===== src/hdl/gsm1d_pkg.sv =====
// ----------------------------------------------------------------------------
// gsm1d_pkg: shared types and constants of the 1-D Gaussian smoothing unit
// Sizes of the sample window, the coefficient format, the accumulator and the
// configuration register map.
// ----------------------------------------------------------------------------
`default_nettype none

package gsm1d_pkg;

    localparam int MAX_HALF    = 3;
    localparam int SAMPLE_BITS = 16;
    localparam int MAX_BINS    = 1024;

    localparam int WIN_LEN   = 2 * MAX_HALF + 1;
    localparam int COEF_W    = 16;
    localparam int NUM_COEF  = 4;
    localparam int HW_W      = 2;
    localparam int CNT_W     = $clog2(MAX_BINS + 1);
    localparam int PROD_W    = SAMPLE_BITS + COEF_W;
    localparam int SUM_W     = PROD_W + $clog2(WIN_LEN);
    localparam int Q_W       = SUM_W - COEF_W;
    localparam int CFG_IDX_W = 3;
    localparam int CFG_DAT_W = 16;
    localparam int TDATA_W   = ((SAMPLE_BITS + 7) / 8) * 8;

    typedef logic signed [SAMPLE_BITS-1:0] t_sample;
    typedef logic        [COEF_W-1:0]      t_coef;
    typedef logic signed [PROD_W-1:0]      t_prod;
    typedef logic signed [SUM_W-1:0]       t_sum;

    typedef t_sample t_window  [WIN_LEN];
    typedef t_coef   t_weights [WIN_LEN];

    typedef enum logic [CFG_IDX_W-1:0] {
        CFG_HALF_WIDTH       = 3'd0,
        CFG_COEFF_CENTER     = 3'd1,
        CFG_COEFF_SIDE_ONE   = 3'd2,
        CFG_COEFF_SIDE_TWO   = 3'd3,
        CFG_COEFF_SIDE_THREE = 3'd4
    } t_cfg_idx;

    // Handshake state of one pipeline stage
    typedef struct packed {
        logic vld;
        logic last;
    } t_beat_ctl;

endpackage

`default_nettype wire


===== src/hdl/gsm1d_filter.sv =====
// ----------------------------------------------------------------------------
// gsm1d_filter: tap products, sum, rounding and saturation
// Three register stages: per-tap products, the product sum, then the rounded
// and saturated result that drives the output channel.
// ----------------------------------------------------------------------------
`default_nettype none

module gsm1d_filter
    import gsm1d_pkg::*;
(
    input  wire logic             i_clk,
    input  wire logic             i_rst_n,
    input  wire t_window          i_window,
    input  wire t_weights         i_weight,
    input  wire t_beat_ctl        i_ctl,
    output logic                  o_ready,
    output logic                  o_valid,
    input  wire logic             i_ready,
    output t_sample               o_data,
    output logic                  o_last
);

    localparam logic [SUM_W-1:0] ROUND_HALF = SUM_W'(1) << (COEF_W - 1);

    t_prod     r_prod [WIN_LEN];
    t_beat_ctl r_b_ctl;
    t_sum      r_sum;
    t_beat_ctl r_c_ctl;
    t_sample   r_out;
    t_beat_ctl r_d_ctl;

    logic      b_free;
    logic      c_free;
    logic      d_free;

    logic signed [PROD_W:0] prod_full [WIN_LEN];
    t_sum                   n_sum;
    t_sum                   rounded;
    logic signed [Q_W-1:0]  quot;
    t_sample                n_out;

    assign d_free  = !r_d_ctl.vld || i_ready;
    assign c_free  = !r_c_ctl.vld || d_free;
    assign b_free  = !r_b_ctl.vld || c_free;
    assign o_ready = b_free;

    always_comb begin
        for (int k = 0; k < WIN_LEN; k++) begin
            prod_full[k] = $signed(i_window[k]) * $signed({1'b0, i_weight[k]});
        end
    end

    always_comb begin
        n_sum = '0;
        for (int k = 0; k < WIN_LEN; k++) begin
            n_sum = n_sum + SUM_W'(r_prod[k]);
        end
    end

    // Round half up, then clamp to the sample range.
    always_comb begin
        rounded = r_sum + $signed(ROUND_HALF);
        quot    = Q_W'(rounded >>> COEF_W);
        if (quot[Q_W-1:SAMPLE_BITS-1] == '0 || quot[Q_W-1:SAMPLE_BITS-1] == '1) begin
            n_out = quot[SAMPLE_BITS-1:0];
        end else if (quot[Q_W-1]) begin
            n_out = {1'b1, {(SAMPLE_BITS-1){1'b0}}};
        end else begin
            n_out = {1'b0, {(SAMPLE_BITS-1){1'b1}}};
        end
    end

    always_ff @(posedge i_clk) begin
        if (b_free && i_ctl.vld) begin
            for (int k = 0; k < WIN_LEN; k++) begin
                r_prod[k] <= prod_full[k][PROD_W-1:0];
            end
        end
        if (c_free && r_b_ctl.vld) begin
            r_sum <= n_sum;
        end
        if (d_free && r_c_ctl.vld) begin
            r_out <= n_out;
        end
    end

    always_ff @(posedge i_clk) begin
        if (!i_rst_n) begin
            r_b_ctl <= '0;
            r_c_ctl <= '0;
            r_d_ctl <= '0;
        end else begin
            if (b_free) begin
                r_b_ctl <= i_ctl;
            end
            if (c_free) begin
                r_c_ctl <= r_b_ctl;
            end
            if (d_free) begin
                r_d_ctl <= r_c_ctl;
            end
        end
    end

    assign o_valid = r_d_ctl.vld;
    assign o_last  = r_d_ctl.last;
    assign o_data  = r_out;

endmodule

`default_nettype wire


===== config.mk =====
export PLATFORM = sky130hd
export DESIGN_NAME = gsm1d_filter
export DESIGN_NICKNAME = d
export VERILOG_FILES = /design/src/hdl/gsm1d_pkg.sv /design/src/hdl/gsm1d_filter.sv
export SDC_FILE = /design/constraint.sdc
export NUM_CORES = 2
export LEC_CHECK = 0
export ABC_AREA = 0
export BUFFER_PORTS_ARGS = -buffer_cell sky130_fd_sc_hd__buf_2
export CAP_MARGIN = 0
export CORE_UTILIZATION = 45
export CTS_BUF_LIST = sky130_fd_sc_hd__clkbuf_4 sky130_fd_sc_hd__clkbuf_8
export CTS_CLUSTER_DIAMETER = 30
export CTS_CLUSTER_SIZE = 40
export DETAILED_ROUTE_END_ITERATION = 8
export SLEW_MARGIN = 20
export SYNTH_ARGS = -nofsm -noshare
export SYNTH_HDL_FRONTEND = slang
export SYNTH_SLANG_ARGS = --single-unit

===== constraint.sdc =====
create_clock -name i_clk -period 14.15 [get_ports i_clk]
set_input_delay 0.7075 -clock i_clk [delete_from_list [all_inputs] [get_ports i_clk]]
set_output_delay 0.7075 -clock i_clk [all_outputs]
set_load 0.05 [all_outputs]

* Yosys cells after proc, flatten, opt, wreduce, memory -nomap -nowiden *
Memory sizes are Yosys's and may differ from the RTL's.
Cells that the tools add are included.

operators by class
  reductions and logical operators = 11
  add/subtract/negate cells = 7
  eq/ne operators = 1
  $mul = 7
  muxes and demuxes = 4

operators with widths
  kind                                             number
  multiplier 16 x 17 -> 32 bit                     7
  adder 35 x 32 -> 35 bit                          3
  adder 34 x 32 -> 35 bit                          1
  adder 35 x 17 -> 35 bit (second input constant)  1
  adder 33 x 32 -> 34 bit                          1
  adder 32 x 32 -> 33 bit                          1
  2-to-1 mux 16 bit                                2
  equality test 4 bit (second input constant)      1
  zero test 4 bit                                  1
  logical OR 1 bit                                 4
  logical AND 1 bit                                3
  zero test 1 bit                                  3
  2-to-1 mux 1 bit                                 2

word-level totals
  register bits after elaboration = 57
  output and inout bits = 19
  memories kept = 1
  memory bits (writable) = 224
  logic and storage cells = 39

memory list
  name    depth  width  rd ports  clocked after Yosys merged registers in  wr ports  RTL line            RTL
  r_prod  7      32     7         0                                        7         gsm1d_filter.sv:25  t_prod r_prod [WIN_LEN];

* Longest topological paths before layout *
  depth after elaboration = 7
  gate-level depth with buffers = 24
  gate-level depth less buffers = 23

* Worst setup path before layout *
Ideal clock, no wire load.

  path kind = register to register
  from = register r_b_ctl[1] in the netlist's numbering
  to = memory r_prod[0][0] in the netlist's numbering, enable pin
  arrival time = 12.373 ns
  setup slack = 0.835 ns
  required time = 13.207 ns
  period minus slack after synthesis = 13.315 ns
  stages on the path, launching flop included = 2
  path through = dfxtp_1 > a31oi_1

RTL lines
  what                    RTL line            RTL
  start, declared         gsm1d_filter.sv:26  t_beat_ctl r_b_ctl;
  start signal, assigned  gsm1d_filter.sv:94  r_b_ctl <= i_ctl;
  end, declared           gsm1d_filter.sv:25

==> metrics.md <==
| Metric | Value |
|---|---|
| Status | `finished clean` |
| Sequential-to-total area share from yosys stat | `0.107` |
| Sink Count | `roughly 270` |
| DPL Wire Length | `156000 um` |
| Placer Congestion | `around 0.91` |
| Clock Tree Root | `clkbuf_8` |
| Layout cell share with drive strength beyond 1 | `0.0466` |
| Synth Area in Compound Gates | `0.0547` |
| Slew headroom | `0.244` |
| Slowest stage delay, CP | `around 550 ps` |
| Multi-input gate area | `between 50000 and 60000 um2` |
| Final Cycle Share | `0.469` |
| Io pins | `about 250` |
| Wire length per cell | `approximately 19 um` |
| Adder-cell share of the synthesized area | `0.552` |
| Least-Margin Pin Slew | `between 1000 and 1500 ps` |
| CP Launch Type | `primary input` |
| Ys async rst share | `0` |
| Clock-pin slew on the worst setup and hold paths | `roughly 60 ps` |
| Via-to-Cell Ratio | `between 5 and 6` |
| Share of the synthesized area in the top cell type | `0.409` |
| Most common cell type on the critical path | `fa_1` |
| Max Clk Rate | `between 150 and 200 MHz` |
| Family with the most delay on the worst path | `adder cells` |
| Portion of netlist area occupied by mux cells | `0.000538` |
| Xor/xnor share of the synthesized area | `0.0277` |
| Vias post-DR | `~53000` |
| Reg area | `about 7900 um2` |
| CTS H-Tree Depth | `2` |
| Most frequent cells after synthesis | `1929 x inv_1, 1519 x fa_1, 944 x nand2_1, 854 x ha_1, 830 x and2_1` |
| Fin. Hold Viols | `0` |
| Post-synthesis simple-gate area fraction | `0.148` |
| Final Net Count | `about 11000` |
| Syn avg cell area | `between 9 and 10 um2` |
| Tmin final | `about 6600 ps` |
| Clock buffer count from CTS | `between 50 and 60` |
| Crit-path max FO | `16` |
| Synth-to-layout area growth | `5.88%` |
| Fin. max-slew vios | `0` |
| RSZ-0062 raised after global routing | `no` |
| # rows | `148` |
| Kind of critical path | `primary input to register` |
| Syn Nets | `roughly 10000` |
| CTS tree | `built` |
| Die width | `between 400 and 500 um` |
| Die area | `around 170000 um2` |
| Post-CTS Setup Inserts | `0` |
| Most used DFF post-synth | `edfxtp_1` |
| Mapped Area | `~74000 um2` |
| Setup TNS | `0 ps` |
| Met2 WL post-DR | `roughly 94000 um` |
| Fillers | `between 15000 and 20000` |
| Antenna violations before repair | `19` |
| Core area | `approximately 160000 um2` |
| Uppermost layer routed | `met5` |
| Initial core utilization | `0.455` |
| Antenna-violating nets left | `0` |
| CTS Buffer Depth | `3` |
| Main combinational cell family by area after synthesis | `adder cells` |
| Warnings, synthesis | `0` |
| Maxcap violations | `0` |
| Clock Latency Late Sink | `660 ps` |
| CP arrival | `~7000 ps` |
| DRC violations left | `0` |
| Hold Path Class | `primary input to register` |
| Clock skew | `between 30 and 40 ps` |
| Die extent in y | `409 um` |
| Synthesized instance count | `between 7000 and 8000` |
| Routed wire length | `191000 um` |
| DRT Pass-1 Iters | `6` |
| Largest net degree at the start of global routing | `between 150 and 200` |
| FF+latch count, synth | `266` |
| Total track usage | `0.237` |
| Port bufs | `around 250` |
| CTS resizes | `0` |
| Crit path capture type | `register` |
| Worst R2R Setup Slack | `around 8400 ps` |
| Met1 Wirelength | `81200 um` |
| WP data required | `between 10000 and 15000 ps` |
| Top-count cell post-synth | `inv_1` |
| Largest area contributor in the netlist | `fa_1` |
| First-pass GRT wire length | `313000 um` |
| Final setup fails | `0` |
| # hold bufs at CTS | `0` |
| Post-synth cell types | `79` |
| Wire length on met3 | `11200 um` |
| Iter 0 DRT Violations | `2869` |
| Critical path cell sequence | `buf_2, nand2_1, fa_1, inv_1, fa_1, inv_1, fa_1, inv_1, fa_1, fa_1, inv_1, fa_1, inv_1, ha_1, and4_1, and3_1, a21oi_1, nor4_1, o21ai_0, a31oi_1, nor4_1, a311oi_1` |
| Vias in the first global route | `between 50000 and 60000` |
| Synth area leaders | `fa_1 41%, ha_1 14%, edfxtp_1 10%, inv_1 9.7%, and2_1 7.0%` |
| Post-synth EDFFs | `260` |
| Worst Path Buf+Inv | `6` |
| Critical path's slowest cell | `fa_1` |
| Grt ovf | `0` |
-- logic make-up (layout without fill, tap and decap cells) --
| group | count (synthesis) | after routing |
|---|---|---|
| muxes | 4 | 4 |
| xor gates and xnor gates | 235 | 235 |
| other | 0 | 10 |
| and+or+nand+nor | 2227 | 2227 |
| adders and majority gates | 2373 | 2373 |
| DFF | 266 | 266 |
| AOI/OAI and AO/OA | 612 | 612 |
| buffers and inverters | 2178 | 2284 |
-- per-layer routing --
| layer | track usage | vias to the layer above |
|---|---|---|
| met2 | 0.409 | 1370 |
| met5 | 0 | - |
| li1 | - | 23905 |
| met3 | 0.0361 | 236 |
| met4 | 0.0574 | 12 |
| met1 | 0.312 | 26992 |
-- state kept, by name (all words and copies together), names as in the netlist --
| signal | count |
|---|---|
| o_data | 16 |
| o_last | 1 |
| o_valid | 1 |
| r_b_ctl | 2 |
| r_c_ctl | 2 |
| r_prod | 224 |
| r_sum | 20 |
-- cells in the final DEF, fill, tap and decap left out, types with 17 or more instances in the layout --
cell type / instances
nor2b_1: 17
a21oi_1: 181
and3_1: 30
clkbuf_8: 54
nand2_1: 944
edfxtp_1: 260
nand4_1: 22
buf_2: 247
xnor2_1: 175
a21o_1: 127
a31oi_1: 27
ha_1: 854
o21a_1: 36
nor3_1: 33
fa_1: 1519
o21ai_0: 74
nor2_1: 194
nand3_1: 41
o21bai_1: 39
and2_1: 830
inv_1: 1929
xor2_1: 60
a211oi_1: 23
nand2b_1: 66
-- stage by stage --
step / worst slack [ps] / util / std cells / hold WS [ps] / area, um2
global route: 7260 / 0.482 / 10184 / 314 / 78800
floorplan: 835 / - / 7895 / 443 / 74400
CTS: 7510 / 0.482 / 10176 / 298 / 78800
finish: 7510 / 0.482 / 10186 / 348 / 78800
detailed placement: 6850 / 0.474 / 10074 / 464 / 77500
global placement: 6940 / 0.474 / 10074 / 457 / 77500
-- worst paths after layout --
path                 from             to  cells after the start
max          i_weight[39]  r_prod[4][31]                     22
max reg2reg  r_prod[6][2]      r_sum[34]                     18
min               i_rst_n        o_valid                      2
min reg2reg    r_b_ctl[0]     r_c_ctl[0]                      2
-- area by class of cell --
type,count,area share
Sequential cell,266,0.101
Multi-Input combinational cell,5451,0.740
Clock inverter,46,0.00653
Tap cell,2175,0.0345
Timing Repair Buffer,249,0.0160
Antenna cell,10,0.000318
Clock buffer,56,0.00962
Inverter,1933,0.0921
Power is left out: the tool's default activity adds up to more than one toggle a clock period on the data nets, which glitch-free logic cannot reach.
