File: src/hdl/gsm1d_pkg.sv
// ----------------------------------------------------------------------------
// gsm1d_pkg: shared types and constants of the 1-D Gaussian smoothing unit
// Sizes of the sample window, the coefficient format, the accumulator and the
// configuration register map.
// ----------------------------------------------------------------------------
`default_nettype none

package gsm1d_pkg;

    localparam int MAX_HALF    = 3;
    localparam int SAMPLE_BITS = 16;
    localparam int MAX_BINS    = 1024;

    localparam int WIN_LEN   = 2 * MAX_HALF + 1;
    localparam int COEF_W    = 16;
    localparam int NUM_COEF  = 4;
    localparam int HW_W      = 2;
    localparam int CNT_W     = $clog2(MAX_BINS + 1);
    localparam int PROD_W    = SAMPLE_BITS + COEF_W;
    localparam int SUM_W     = PROD_W + $clog2(WIN_LEN);
    localparam int Q_W       = SUM_W - COEF_W;
    localparam int CFG_IDX_W = 3;
    localparam int CFG_DAT_W = 16;
    localparam int TDATA_W   = ((SAMPLE_BITS + 7) / 8) * 8;

    typedef logic signed [SAMPLE_BITS-1:0] t_sample;
    typedef logic        [COEF_W-1:0]      t_coef;
    typedef logic signed [PROD_W-1:0]      t_prod;
    typedef logic signed [SUM_W-1:0]       t_sum;

    typedef t_sample t_window  [WIN_LEN];
    typedef t_coef   t_weights [WIN_LEN];

    typedef enum logic [CFG_IDX_W-1:0] {
        CFG_HALF_WIDTH       = 3'd0,
        CFG_COEFF_CENTER     = 3'd1,
        CFG_COEFF_SIDE_ONE   = 3'd2,
        CFG_COEFF_SIDE_TWO   = 3'd3,
        CFG_COEFF_SIDE_THREE = 3'd4
    } t_cfg_idx;

    // Handshake state of one pipeline stage
    typedef struct packed {
        logic vld;
        logic last;
    } t_beat_ctl;

endpackage

`default_nettype wire

File: src/hdl/gsm1d_window.sv
// ----------------------------------------------------------------------------
// gsm1d_window: sample window and frame sequencer
// Shifts samples into the window, counts bins of the frame, decides which
// steps produce a result, and pushes zeros after the last sample of a frame.
// ----------------------------------------------------------------------------
`default_nettype none

module gsm1d_window
    import gsm1d_pkg::*;
(
    input  wire logic             i_clk,
    input  wire logic             i_rst_n,
    input  wire logic [HW_W-1:0]  i_half_width,
    input  wire logic             i_valid,
    output logic                  o_ready,
    input  wire t_sample          i_sample,
    input  wire logic             i_last,
    input  wire logic             i_dn_ready,
    output t_window               o_window,
    output t_beat_ctl             o_ctl
);

    t_sample          r_win [WIN_LEN];
    logic [CNT_W-1:0] r_count;
    logic             r_clr;
    logic             r_flush;
    logic [HW_W-1:0]  r_fl_left;
    t_beat_ctl        r_ctl;

    logic             a_free;
    logic             accept;
    logic             step;
    t_sample          shift_in;
    logic [CNT_W-1:0] n_count;
    logic             emit;
    logic             last_step;

    assign a_free   = !r_ctl.vld || i_dn_ready;
    assign o_ready  = a_free && !r_flush;
    assign accept   = i_valid && o_ready;
    assign step     = accept || (r_flush && a_free);
    assign shift_in = accept ? i_sample : '0;

    always_comb begin
        if (r_clr) begin
            n_count = CNT_W'(1);
        end else if (r_count == CNT_W'(MAX_BINS)) begin
            n_count = r_count;
        end else begin
            n_count = r_count + CNT_W'(1);
        end
    end

    assign emit      = n_count > CNT_W'(i_half_width);
    assign last_step = accept ? (i_last && i_half_width == '0)
                              : (r_fl_left == HW_W'(1));

    always_ff @(posedge i_clk) begin
        if (step) begin
            r_win[0] <= shift_in;
            for (int k = 1; k < WIN_LEN; k++) begin
                r_win[k] <= r_clr ? t_sample'(0) : r_win[k-1];
            end
        end
    end

    always_ff @(posedge i_clk) begin
        if (!i_rst_n) begin
            r_count   <= '0;
            r_clr     <= 1'b1;
            r_flush   <= 1'b0;
            r_fl_left <= '0;
            r_ctl     <= '0;
        end else begin
            if (a_free) begin
                r_ctl <= step ? t_beat_ctl'{vld: emit, last: last_step} : '0;
            end
            if (step) begin
                r_count <= n_count;
                r_clr   <= 1'b0;
                if (accept && i_last) begin
                    if (i_half_width == '0) begin
                        r_clr <= 1'b1;
                    end else begin
                        r_flush   <= 1'b1;
                        r_fl_left <= i_half_width;
                    end
                end else if (!accept) begin
                    // zero-padding step after the frame end
                    r_fl_left <= r_fl_left - HW_W'(1);
                    if (r_fl_left == HW_W'(1)) begin
                        r_flush <= 1'b0;
                        r_clr   <= 1'b1;
                    end
                end
            end
        end
    end

    assign o_window = r_win;
    assign o_ctl    = r_ctl;

endmodule

`default_nettype wire

File: config.mk
export PLATFORM = sky130hd
export DESIGN_NAME = gsm1d_window
export DESIGN_NICKNAME = d
export VERILOG_FILES = /design/src/hdl/gsm1d_pkg.sv /design/src/hdl/gsm1d_window.sv
export SDC_FILE = /design/constraint.sdc
export NUM_CORES = 1
export LEC_CHECK = 0
export BUFFER_PORTS_ARGS = -buffer_cell sky130_fd_sc_hd__buf_2
export CORE_ASPECT_RATIO = 0.5
export CORE_MARGIN = 5
export CORE_UTILIZATION = 50
export DETAILED_ROUTE_END_ITERATION = 16
export MAX_ROUTING_LAYER = met4
export PLACE_DENSITY_LB_ADDON = 0.05
export REMOVE_ABC_BUFFERS = 1
export SLEW_MARGIN = 25
export SYNTH_ARGS = -nofsm -noshare
export SYNTH_HDL_FRONTEND = slang
export SYNTH_SLANG_ARGS = --single-unit
File: constraint.sdc
create_clock -name i_clk -period 5.2 [get_ports i_clk]
set_clock_uncertainty 0.2 [all_clocks]
set_input_delay 0 -clock i_clk [delete_from_list [all_inputs] [get_ports i_clk]]
set_output_delay 0 -clock i_clk [all_outputs]
set_load 0.02 [all_outputs]
# Yosys cells after proc, flatten, opt, wreduce, memory -nomap -nowiden
# Index checks and enable logic that the tools add are counted.
# word_totals
elab_cells	48
inputBits	23
ff_bits	129
# classes
muxes	15
n_eq_ne	4
n_lt_le_gt_ge	1
reduce_logical	13
addsub	2
# op_table
cell	count
2-to-1 mux 11 bit	2
adder 11 x 1 -> 11 bit, second input constant	1
equality test 11 bit, second input constant	1
greater-than comparator 11 x 2 -> 1 bit	1
2-to-1 mux 1 bit	9
2-to-1 mux 2 bit	4
logical AND 1 bit	5
AND reduction 4 bit	1
AND reduction 3 bit	1
equality test 2 x 1 -> 1 bit, second input constant	1
logical NOT 1 bit	2
logical NOT 2 bit	1
logical OR 1 bit	2
!= test 2 x 1 -> 1 bit, second input constant	1
!= test 2 bit, second input constant	1
nonzero test 2 bit	1
subtractor 2 x 1 -> 2 bit, second input constant	1

# Depth between registers and ports, before layout
# depth
ltp_word	7
depth_mapped	12

# Worst setup path after synthesis
# OpenSTA, ideal clock, no wires.
# synth_timing
path_kind	reg-to-reg
start	register r_ctl, in the netlist o_ctl[1]
end	register r_count[2]
t_arrival_ns	3.564
path_buffers	0
setup_slack_ns	1.365
required_time_ns	4.930
stages_incl_launch_ff	7
cell_sequence	dfxtp_1 > nand2b_1 > o21ai_2 > inv_1 > and4b_1 > o21ai_0 > a21oi_1
# synth_between
elab_chain_cells	5
elab_cells_between_ends	6
cone_classes	6 x reduce/logical
# synth_lines
element	line_no	rtl
start, declared	gsm1d_window.sv:28	t_beat_ctl r_ctl;
start signal, assigned	gsm1d_window.sv:76	r_ctl <= step ? t_beat_ctl'{vld: emit, last: last_step} : '0;
logical NOT 1 bit (*)	gsm1d_window.sv:38	assign a_free = !r_ctl.vld || i_dn_ready;
logical OR 1 bit (*)	gsm1d_window.sv:38	
logical AND 1 bit	gsm1d_window.sv:39	assign o_ready = a_free && !r_flush;
logical AND 1 bit	gsm1d_window.sv:40	assign accept = i_valid && o_ready;
logical OR 1 bit (*)	gsm1d_window.sv:41	assign step = accept || (r_flush && a_free);
net step	gsm1d_window.sv:32	logic step;
end signal, assigned	gsm1d_window.sv:79	r_count <= n_count;
end, declared	gsm1d_window.sv:24	logic [CNT_W-1:0] r_count;
# Mark *: on every way through the listed nets, which the timed path passes. The rest lies on a longest branch.
# A chain may end at the register's enable or synchronous reset.

# Worst setup path in the final report
# layout_timing
start	register r_ctl, in the netlist o_ctl[1]
end	register r_fl_left[0]
# layout_between
elab_chain_cells	7
elab_cells_between_ends	11
cone_classes	2 x eq/ne; 1 x mux; 8 x reduce/logical
# layout_lines
element	line_no	rtl
logical NOT 1 bit (*)	gsm1d_window.sv:38	
logical OR 1 bit (*)	gsm1d_window.sv:38	
logical AND 1 bit	gsm1d_window.sv:39	
logical AND 1 bit	gsm1d_window.sv:40	
logical AND 1 bit	gsm1d_window.sv:81	if (accept && i_last) begin
!= test 2 bit (no line) or != test 2 x 1 -> 1 bit (tied branches)	-	
AND reduction 3 bit (no line)	-	
end signal, assigned	gsm1d_window.sv:86	r_fl_left <= i_half_width;
end signal, assigned	gsm1d_window.sv:90	r_fl_left <= r_fl_left - HW_W'(1);
end, declared	gsm1d_window.sv:27	logic [HW_W-1:0] r_fl_left;
# Mark *: on every way between the ends. The rest lies on a longest branch, timed or not.

==> results.ini <==
[status]
status = completed

[run]
maxCapViolCount = 0

[routing]
vias_per_cell = 4.826
drtAntennaViolNets = 0
wl_um = 10770
vias = 3460
first_iter_violations = 174
wl_per_cell_um = 15.03
drt_first_pass_iters = 4
drc = 0

[synth]
synth.distinct_cells = 43
synth_ff_type = edfxtp_1
async_reset_ff_share_pct = 0
syn_avg_cell_area_um2 = 13.60
syn_inst = 386
netlist_area_um2 = 5251
synth-seq-area-share_pct = 70.53
ys_ff_latch = 129
ys_warn_count = 0
synth_edf_count = 112

[global_route]
grt_max_degree = 91
first_global_vias = 3251
grt_pass1_wl_um = 16550
grt_usage_pct = 17.52
grt_antenna_before_repair = 0
overflow = 0

[setup_path]
cpMostUsedCell = dlygate4sd3_1
slowest_delay_ns = 0.56
critPathBufInv = 2
crit_chain = nor2b_1, nor2_2, and2_1, nand3_1, dlygate4sd3_1, a21oi_1, dlygate4sd3_1
path_max_fanout = 18
cp-end-kind = register
critical_path_cell_count = 7
critPathSlowestCell = dlygate4sd3_1
rr_worst_depth = 7
cp_top_family = buffers and inverters
crit_required_ns = 5.35
crit_path_start_kind = register
arrival_ns = 2.93
criticalPathCategory = register to register
r2r_setup_slack_ns = 2.42

[placed_design]
port_buffers = 137
gp_congestion = 0.8588
dpl_cell_area_um2 = 6046
hpwl_um = 6618

[sta]
worst_pin_slew_ns = 0.9321
slew_headroom_pct = 37.86
tns_ns = 0
period_needed_ns = 2.783
finalHoldViolCount = 0
rsz0062_at_grt = false
fmax_mhz = 359.3
finalMaxSlewViolations = 0
fin_crit_sh_pct = 53.52
setup_viol = 0

[die]
core-area_um2 = 10210
rows = 26
dieArea_um2 = 12780
die_w_um = 154.9
start_util_pct = 51.41
io_pins = 138
die_y_um = 82.47

[clock_tree]
cts_tree = built
cts_buffer_depth = 2
cts_setup_buffers = 0
htree_levels = 4
cts.repair.resized = 0
cts_hold_buf = 42
cts_buffers = 17
clkSinkCount = 129
root_buffer = clkbuf_16
clk_latency_ns = 0.40
clkTransAtPathRegs_ns = 0.05

[final_layout]
syn_to_final_growth_pct = 34.45
mostFrequentLayoutCell = buf_2
finalNetCount = 593
drive_above_1_share_pct = 30.50
n_antenna_cell = 0
most-common-layout-cells = 137 x buf_2, 112 x edfxtp_1, 99 x nor2b_1, 42 x dlygate4sd3_1, 21 x nand2_1
postLayoutCellArea_um2 = 7061

[power_and_ir_drop]
power.density_nw_per_um2 = 408.6
pwr-share-clk_pct = 40.8
p_int_mw = 2.149
ir_worst_vdd_uv = 281.5
p_switching_uw = 735.9
switching_share_pct = 25.51
pwr-share-comb_pct = 14.2
leakage_nw = 2.922
seq_power_share_pct = 45.0

[hold_path]
holdPathStages = 5
hold_path.class = input pin to register

## layout make-up
| type | count | area [µm²] |
|---|---|---|
| multi-input cells | 228 | 1433 |
| repair buffers | 181 | 1121 |
| fillers | 783 | 3154 |
| well taps | 140 | 175.2 |
| flip-flops and latches | 129 | 3707 |
| clock inverters | 13 | 162.7 |
| inverters | 8 | 32.53 |
| clock buffers | 18 | 429.2 |
## cell usage after synthesis, drive strengths merged, types with 2 or more instances
cell type | n | share of area (%)
nor3 | 6 | 0.67
nor2b | 99 | 12
dfxtp | 17 | 6.5
ha | 5 | 1.2
or3 | 6 | 0.71
and2 | 2 | 0.24
nand3 | 7 | 0.76
clkbuf | 16 | 1.1
edfxtp | 112 | 64
buf | 5 | 0.52
o21ai | 7 | 0.74
nor2 | 11 | 0.79
a21o | 3 | 0.43
nand4 | 2 | 0.52
mux2i | 4 | 0.76
inv | 8 | 0.57
and3 | 17 | 2.0
xnor2 | 3 | 0.50
a32oi | 2 | 0.33
nand2 | 21 | 1.5
a21oi | 15 | 1.4
o211ai | 2 | 0.29
## power by group through the flow
stage	combinational (mW)	clock (mW)	sequential (mW)
global route	0.438	1.25	1.31
CTS	0.413	1.20	1.30
global placement	0.377	0	1.32
finish	0.408	1.18	1.30
floorplan	0.104	0	1.46
detailed placement	0.383	0	1.32
## worst register-to-register path, cell delays in order, from the launching register on
cell	delay, ns
dfxtp_1	0.31
nor2b_1	0.15
nor2_2	0.50
and2_1	0.27
nand3_1	0.08
dlygate4sd3_1	0.55
a21oi_1	0.11
dlygate4sd3_1	0.56
## logic make-up (layout without fill, tap and decap cells)
kind of cell	count (synthesis)	in the layout	synth area share, %
buffers and inverters	29	220	2.240
AND/OR/NAND/NOR	178	178	20.16
flip-flops	129	129	70.53
XOR/XNOR	4	4	0.6673
adder cells (fa/ha/maj)	5	5	1.191
multiplexers	4	4	0.7625
AO/OA/AOI/OAI	37	37	4.456
## stage by stage
step                      utilization, %  total power, mW  worst slack (ns)  cells  hold slack, ns
after floorplan                        -            1.564             1.271    365         -0.1111
after global placement             59.19            1.695             2.521    644         0.05148
after detailed placement           59.19            1.703             2.467    644         0.04507
after CTS                          69.10            2.914             2.112    717         0.07802
after global routing               69.12            2.997             2.220    717          0.1582
final                              69.12            2.885             2.417    717         0.09794
## sequential cells by signal (all words and copies together) (netlist names)
| register | count |
|---|---|
| o_ctl | 2 |
| o_window | 112 |
| r_clr | 1 |
| r_count | 11 |
| r_fl_left | 2 |
| r_flush | 1 |
## path summary, 6_finish.rpt
path                    from      endpoint
setup reg to reg    o_ctl[1]  r_fl_left[0]
hold / removal       i_valid       r_flush
setup / recovery    o_ctl[1]  r_fl_left[0]
hold reg to reg   r_count[9]    r_count[9]
## routing by layer
| layer | GRT usage, % | wire (µm) |
|---|---|---|
| met1 | 20.69 | 4586 |
| met3 | 4.529 | 571 |
| met5 | - | 0 |
| met2 | 29.39 | 5468 |
| met4 | 7.137 | 148 |
(Power assumes the default switching activity.)
